### src/dti_pkg.sv
package dti_pkg;

    localparam int TIME_BITS = 40;

    typedef logic [TIME_BITS-1:0] time_t;

    typedef enum logic [2:0] {
        PH_IDLE          = 3'd0,
        PH_WAIT_POLL_TX  = 3'd1,
        PH_WAIT_RESP     = 3'd2,
        PH_WAIT_FINAL_TX = 3'd3,
        PH_WAIT_TIMES    = 3'd4
    } phase_t;

    localparam logic [2:0] OP_START    = 3'd0;
    localparam logic [2:0] OP_TX_DONE  = 3'd1;
    localparam logic [2:0] OP_RX_FRAME = 3'd2;
    localparam logic [2:0] OP_RX_ERROR = 3'd3;
    localparam logic [2:0] OP_ABORT    = 3'd4;

    localparam logic [1:0] ACT_NONE     = 2'd0;
    localparam logic [1:0] ACT_SEND     = 2'd1;
    localparam logic [1:0] ACT_RX_EN    = 2'd2;
    localparam logic [1:0] ACT_RST_SEND = 2'd3;

    localparam logic [1:0] REG_POLL_TYPE     = 2'd0;
    localparam logic [1:0] REG_FINAL_TYPE    = 2'd1;
    localparam logic [1:0] REG_RESPONSE_TYPE = 2'd2;

    localparam logic [3:0] POLL_TYPE_RST     = 4'd1;
    localparam logic [3:0] FINAL_TYPE_RST    = 4'd2;
    localparam logic [3:0] RESPONSE_TYPE_RST = 4'd10;

    typedef struct packed {
        logic [2:0] opcode;
        logic [3:0] anchor_id;
        logic [7:0] frame_byte;
        time_t      local_time;
        time_t      remote_t2;
        time_t      remote_t3;
        time_t      remote_t6;
    } evt_t;

    typedef struct packed {
        logic [1:0] action;
        logic [7:0] tx_byte;
        logic       done_res;
        time_t      round_initiator;
        time_t      reply_anchor;
        time_t      round_anchor;
        time_t      reply_initiator;
    } res_t;

endpackage

### src/dti_in_stage.sv
module dti_in_stage
    import dti_pkg::*;
(
    input  logic clk,
    input  logic rst_n,
    input  logic evt_valid,
    output logic evt_ready,
    input  evt_t evt_data,
    output logic item_valid,
    output evt_t item,
    input  logic fire
);

    logic valid_reg;
    logic valid_next;
    evt_t data_reg;

    assign evt_ready  = !valid_reg || fire;
    assign valid_next = (evt_valid && evt_ready) || (valid_reg && !fire);

    always_ff @(posedge clk or negedge rst_n)
    begin
        if (!rst_n)
        begin
            valid_reg <= 1'b0;
        end
        else
        begin
            valid_reg <= valid_next;
        end
    end

    always_ff @(posedge clk)
    begin
        if (evt_valid && evt_ready)
        begin
            data_reg <= evt_data;
        end
    end

    assign item_valid = valid_reg;
    assign item       = data_reg;

endmodule

### src/dti_core.sv
module dti_core
    import dti_pkg::*;
(
    input  logic       clk,
    input  logic       rst_n,
    input  logic       cfg_we,
    input  logic [1:0] cfg_index,
    input  logic [3:0] cfg_wdata,
    input  logic       fire,
    input  evt_t       item,
    output res_t       result
);

    logic [3:0] poll_type_reg;
    logic [3:0] final_type_reg;
    logic [3:0] response_type_reg;

    phase_t     phase_reg;
    phase_t     phase_next;
    logic [3:0] anchor_reg;
    time_t      poll_sent_reg;
    time_t      resp_rx_reg;
    time_t      final_sent_reg;

    logic       resp_match;
    logic       times_ok;

    assign resp_match = item.frame_byte == {anchor_reg, response_type_reg};
    assign times_ok   = !((item.remote_t6 < item.remote_t2) || (final_sent_reg < poll_sent_reg));

    always_ff @(posedge clk or negedge rst_n)
    begin
        if (!rst_n)
        begin
            poll_type_reg     <= POLL_TYPE_RST;
            final_type_reg    <= FINAL_TYPE_RST;
            response_type_reg <= RESPONSE_TYPE_RST;
        end
        else if (cfg_we)
        begin
            unique case (cfg_index)
                REG_POLL_TYPE:     poll_type_reg     <= cfg_wdata;
                REG_FINAL_TYPE:    final_type_reg    <= cfg_wdata;
                REG_RESPONSE_TYPE: response_type_reg <= cfg_wdata;
                default:           ;
            endcase
        end
    end

    // next phase
    always_comb
    begin
        phase_next = phase_reg;
        unique case (item.opcode)
            OP_START:
                phase_next = PH_WAIT_POLL_TX;
            OP_TX_DONE:
                if (phase_reg == PH_WAIT_POLL_TX)
                begin
                    phase_next = PH_WAIT_RESP;
                end
                else if (phase_reg == PH_WAIT_FINAL_TX)
                begin
                    phase_next = PH_WAIT_TIMES;
                end
            OP_RX_FRAME:
                if (phase_reg == PH_WAIT_RESP)
                begin
                    phase_next = resp_match ? PH_WAIT_FINAL_TX : PH_WAIT_POLL_TX;
                end
                else if (phase_reg == PH_WAIT_TIMES)
                begin
                    phase_next = times_ok ? PH_IDLE : PH_WAIT_POLL_TX;
                end
            OP_RX_ERROR:
                if (phase_reg == PH_WAIT_RESP || phase_reg == PH_WAIT_TIMES)
                begin
                    phase_next = PH_WAIT_POLL_TX;
                end
            OP_ABORT:
                phase_next = PH_IDLE;
            default:
                phase_next = phase_reg;
        endcase
    end

    // result
    always_comb
    begin
        result = '0;
        unique case (item.opcode)
            OP_START:
            begin
                result.action  = ACT_SEND;
                result.tx_byte = {poll_type_reg, item.anchor_id};
            end
            OP_TX_DONE:
                if (phase_reg == PH_WAIT_POLL_TX || phase_reg == PH_WAIT_FINAL_TX)
                begin
                    result.action = ACT_RX_EN;
                end
            OP_RX_FRAME:
                if (phase_reg == PH_WAIT_RESP)
                begin
                    result.action  = ACT_SEND;
                    result.tx_byte = resp_match ? {final_type_reg, anchor_reg}
                                                : {poll_type_reg, anchor_reg};
                end
                else if (phase_reg == PH_WAIT_TIMES)
                begin
                    if (times_ok)
                    begin
                        result.done_res        = 1'b1;
                        result.round_initiator = resp_rx_reg - poll_sent_reg;
                        result.reply_anchor    = item.remote_t3 - item.remote_t2;
                        result.round_anchor    = item.remote_t6 - item.remote_t3;
                        result.reply_initiator = final_sent_reg - resp_rx_reg;
                    end
                    else
                    begin
                        result.action  = ACT_SEND;
                        result.tx_byte = {poll_type_reg, anchor_reg};
                    end
                end
            OP_RX_ERROR:
                if (phase_reg == PH_WAIT_RESP || phase_reg == PH_WAIT_TIMES)
                begin
                    result.action  = ACT_RST_SEND;
                    result.tx_byte = {poll_type_reg, anchor_reg};
                end
            default:
                result = '0;
        endcase
    end

    always_ff @(posedge clk or negedge rst_n)
    begin
        if (!rst_n)
        begin
            phase_reg      <= PH_IDLE;
            anchor_reg     <= '0;
            poll_sent_reg  <= '0;
            resp_rx_reg    <= '0;
            final_sent_reg <= '0;
        end
        else if (fire)
        begin
            phase_reg <= phase_next;
            if (item.opcode == OP_START)
            begin
                anchor_reg <= item.anchor_id;
            end
            if (item.opcode == OP_TX_DONE && phase_reg == PH_WAIT_POLL_TX)
            begin
                poll_sent_reg <= item.local_time;
            end
            if (item.opcode == OP_TX_DONE && phase_reg == PH_WAIT_FINAL_TX)
            begin
                final_sent_reg <= item.local_time;
            end
            if (item.opcode == OP_RX_FRAME && phase_reg == PH_WAIT_RESP && resp_match)
            begin
                resp_rx_reg <= item.local_time;
            end
        end
    end

    a_done_goes_idle: assert property (@(posedge clk) disable iff (!rst_n)
        fire && result.done_res |=> phase_reg == PH_IDLE)
        else $error("completed exchange did not return to idle");

    a_start_latches: assert property (@(posedge clk) disable iff (!rst_n)
        fire && item.opcode == OP_START
        |=> phase_reg == PH_WAIT_POLL_TX && anchor_reg == $past(item.anchor_id))
        else $error("start did not arm poll to requested anchor");

    a_hold_without_fire: assert property (@(posedge clk) disable iff (!rst_n)
        !fire |=> $stable(phase_reg) && $stable(anchor_reg))
        else $error("exchange state moved without a transfer");

    a_send_has_byte: assert property (@(posedge clk) disable iff (!rst_n)
        fire && (result.action == ACT_SEND || result.action == ACT_RST_SEND)
        |-> !result.done_res && phase_next == PH_WAIT_POLL_TX
            || phase_next == PH_WAIT_FINAL_TX)
        else $error("send issued without waiting for its transmit done");

endmodule

### src/dti_out_stage.sv
module dti_out_stage
    import dti_pkg::*;
(
    input  logic clk,
    input  logic rst_n,
    input  logic item_valid,
    input  res_t result,
    output logic fire,
    output logic res_valid,
    input  logic res_ready,
    output res_t res_data
);

    logic valid_reg;
    logic valid_next;
    res_t data_reg;

    assign fire       = item_valid && (!valid_reg || res_ready);
    assign valid_next = fire || (valid_reg && !res_ready);

    always_ff @(posedge clk or negedge rst_n)
    begin
        if (!rst_n)
        begin
            valid_reg <= 1'b0;
        end
        else
        begin
            valid_reg <= valid_next;
        end
    end

    always_ff @(posedge clk)
    begin
        if (fire)
        begin
            data_reg <= result;
        end
    end

    assign res_valid = valid_reg;
    assign res_data  = data_reg;

endmodule

### src/ds_twr_initiator_exchange.sv
// channel | handshake            | payload
// --------+----------------------+----------------------------------
// event   | evt_valid/evt_ready  | evt_data (evt_t)
// result  | res_valid/res_ready  | res_data (res_t), one per event
// config  | cfg_we               | cfg_index, cfg_wdata
//
// One event per cycle sustained while res_ready is high; a stalled result backs up both stages.
// Latency is set by the event register and the result register around the phase logic.
// rst_n clears both stages, the phase (idle), anchor and timestamps; config to defaults.
// A stalled result holds the result register; the event register can still take one more event, then holds it.
module ds_twr_initiator_exchange
    import dti_pkg::*;
(
    input  logic       clk,
    input  logic       rst_n,
    input  logic       evt_valid,
    output logic       evt_ready,
    input  evt_t       evt_data,
    output logic       res_valid,
    input  logic       res_ready,
    output res_t       res_data,
    input  logic       cfg_we,
    input  logic [1:0] cfg_index,
    input  logic [3:0] cfg_wdata
);

    logic item_valid;
    evt_t item;
    res_t result;
    logic fire;

    dti_in_stage u_in (
        .clk        (clk),
        .rst_n      (rst_n),
        .evt_valid  (evt_valid),
        .evt_ready  (evt_ready),
        .evt_data   (evt_data),
        .item_valid (item_valid),
        .item       (item),
        .fire       (fire)
    );

    dti_core u_core (
        .clk       (clk),
        .rst_n     (rst_n),
        .cfg_we    (cfg_we),
        .cfg_index (cfg_index),
        .cfg_wdata (cfg_wdata),
        .fire      (fire),
        .item      (item),
        .result    (result)
    );

    dti_out_stage u_out (
        .clk        (clk),
        .rst_n      (rst_n),
        .item_valid (item_valid),
        .result     (result),
        .fire       (fire),
        .res_valid  (res_valid),
        .res_ready  (res_ready),
        .res_data   (res_data)
    );

endmodule

### config.mk
export PLATFORM = sky130hd
export DESIGN_NAME = ds_twr_initiator_exchange
export DESIGN_NICKNAME = d
export VERILOG_FILES = /design/src/dti_pkg.sv /design/src/dti_in_stage.sv /design/src/dti_core.sv /design/src/dti_out_stage.sv /design/src/ds_twr_initiator_exchange.sv
export SDC_FILE = /design/constraint.sdc
export NUM_CORES = 1
export LEC_CHECK = 0
export BUFFER_PORTS_ARGS = -buffer_cell sky130_fd_sc_hd__buf_2
export CORE_MARGIN = 1.5
export CORE_UTILIZATION = 59
export CTS_BUF_LIST = sky130_fd_sc_hd__clkbuf_16
export DETAILED_ROUTE_END_ITERATION = 8
export GPL_TIMING_DRIVEN = 0
export PLACE_DENSITY = 0.81
export SLEW_MARGIN = 10
export SYNTH_ARGS = -nofsm -noshare
export SYNTH_HDL_FRONTEND = slang
export SYNTH_SLANG_ARGS = --single-unit
### constraint.sdc
create_clock -name clk -period 10.7 [get_ports clk]
set_clock_uncertainty 0.1 [all_clocks]
set_input_delay 1.07 -clock clk [delete_from_list [all_inputs] [get_ports clk]]
set_output_delay 1.07 -clock clk [all_outputs]
set_load 0.01 [all_outputs]
==> flow_summary.json <==
{
  "crit_arrival_ps": 5890,
  "port-buffer-count": 358,
  "cp.required_ps": 10870,
  "setup_viol": 0,
  "hold_path.class": "input port to asynchronous set/reset pin",
  "grt-ovfl-total": 0,
  "ys_top_cells_by_area": "edfxtp_1 (39%), dfrtp_1 (13%), ha_1 (11%), a21o_1 (3.8%), a21oi_1 (3.0%)",
  "die_y_um": 215,
  "ys_seq_elements": 487,
  "hold_viol_final": 0,
  "drive_above_1_share": 0.184,
  "syn2layout_area_growth_pct": 16.3,
  "die_w_um": 215,
  "dieArea_mm2": 0.0461,
  "register_area_mm2": 0.0139,
  "path_max_fanout": 10,
  "ys_seq_area_frac": 0.526,
  "rsz0062_at_grt": "no",
  "numCtsBuffers": 49,
  "routed_wl_mm": 70.4,
  "start_util": 0.598,
  "layout_commonest_cell": "buf_2",
  "gp_routability_congestion": 0.954,
  "drt_first_pass_iters": 5,
  "setup.worst_path.start": "u_in.item[1]",
  "synth_cell_type_count": 73,
  "placedCellCount": 3342,
  "grt_max_degree": 88,
  "drtIter0Drc": 1546,
  "tightest_slew_ps": 1120,
  "fin_nets": 3225,
  "multi_input_area_mm2": 0.0116,
  "synth_edf_count": 346,
  "fin_crit_ps": 5720,
  "fillers": 3146,
  "cts_sinks": 487,
  "grt_pass1_vias": 20196,
  "yosys_warnings": 0,
  "clockBufferDepth": 3,
  "clk_pin_slew_ps": 60,
  "avgSynthCellArea_um2": 11.1,
  "synth_largest_area_cell": "edfxtp_1",
  "status": "finished, final reports clean",
  "clock_latency_ps": 610,
  "track_usage": 0.300,
  "ctsHoldBuffers": 0,
  "power_density_mw_per_mm2": 202,
  "drc": 0,
  "critPathKind": "flip-flop to flip-flop",
  "syn_area_mm2": 0.0264,
  "dpl.hpwl_mm": 53.5,
  "relSlewSlack": 0.250,
  "r2r-start": "u_in.item[1]",
  "syn_nets": 2811,
  "setup-tns-final_ps": 0,
  "post_cts_buffers": 0,
  "cts_resized": 0,
  "finalNonFillerCells": 3437,
  "synthArstFlopShare": 0.290,
  "antenna_left": 0,
  "largest_register_ffs": 175,
  "antenna_found_initial": 5,
  "std_cell_rows": 77,
  "cts_tree": "done",
  "synthCells": 2387,
  "final_util": 0.695,
  "critPathCaptureType": "flip-flop",
  "max_freq_mhz": 175,
  "worstSetupStartpointType": "flip-flop",
  "min_period_over_period": 0.535,
  "layout_common_cells": "buf_2 (358), edfxtp_1 (346), ha_1 (234)",
  "setup_slack_ps": 4980,
  "peakVddDrop_mv": 0.146,
  "slew_violations": 0,
  "core_mm2": 0.0442,
  "via_count": 20350,
  "ios": 359,
  "synth_top_area_frac": 0.393,
  "htree_levels": 2,
  "grt_pass1_wl_mm": 108,
  "avgViaCountPerCell": 5.92,
  "root_buffer": "clkbuf_16",
  "place_ws_ps": 5060,
  "routedWlPerCell_um": 20.5,
  "maxCapViolCount": 0,
  "leakagePower_nw": 14.1,
  "ys.flop_type": "edfxtp_1"
}
[worst paths after layout]
check	slack (ps)	cells after the start	endpoint
setup / recovery	4980	10	u_out.res_data[31]
hold / removal	330	1	u_core.anchor_reg[1]
setup reg to reg	4980	10	u_out.res_data[31]
hold reg to reg	410	1	u_out.res_valid
max in group asynchronous	9310	2	u_core.poll_sent_reg[33]
min in group clk	410	1	u_out.res_valid
[report_power, final]
part           internal, W  total [W]  switching [W]
Clock             0.000987    0.00173       0.000744
Combinational     0.000846    0.00205        0.00121
Sequential         0.00228    0.00242       0.000141
Total              0.00411    0.00620        0.00209
[cell families (layout without fill, tap and decap cells)]
kind of cell,after synthesis,count (layout),share of synthesized area
XOR/XNOR,141,141,0.0467
multiplexers,57,57,0.0242
AO/OA/AOI/OAI,621,621,0.150
other,0,4,0
adder cells (fa/ha/maj),238,238,0.114
AND/OR/NAND/NOR,593,593,0.103
flip-flops,487,487,0.526
buffers and inverters,250,704,0.0358
[per-layer routing]
metal  GRT usage  part of all wire
met1       0.390              0.41
met5           0           0.00018
met4       0.127             0.039
met2       0.503              0.48
met3      0.0435             0.072
[cells in the mapped netlist, types with 25 or more instances]
library cell and number:
nand2_1 168, edfxtp_1 346, o21ai_0 160, ha_1 234, inv_1 193, xnor2_1 81
nand4_1 33, nor2_1 210, xor2_1 60, clkbuf_1 50, nor2b_1 32, a21oi_1 161
nor3_1 28, nand3_1 30, a21o_1 134, mux2_2 56, nand2b_1 25, dfrtp_1 137
[stage by stage]
stage          hold WS, ps  total power [W]  instance area (um^2)
3_5_place_dp           385          0.00444                 29100
3_3_place_gp           365          0.00439                 29000
4_1_cts                333          0.00618                 30700
2_1_floorplan          350          0.00391                 26400
5_1_grt                379          0.00650                 30800
6_report               334          0.00620                 30800
[area by class of cell]
cell class | count | area share
flip-flops and latches | 487 | 0.453
well taps | 592 | 0.0241
diodes | 4 | 0.000325
plain buffers | 57 | 0.00724
repair buffers | 363 | 0.0629
clock inverters | 40 | 0.0110
clock buffers | 51 | 0.0415
multi-input cells | 1650 | 0.377
inverters | 193 | 0.0236
[critical path, stage by stage, from the launching register on]
cell       delay [ps]
edfxtp_1          450
ha_1              310
a21boi_0          150
o21ai_0           110
a2111oi_0         730
o41ai_1           250
a2111oi_0         860
o31a_1            320
nand4_1           650
clkbuf_1          630
a2111oi_0         860
Note: power is estimated with default switching activity, not from simulation.
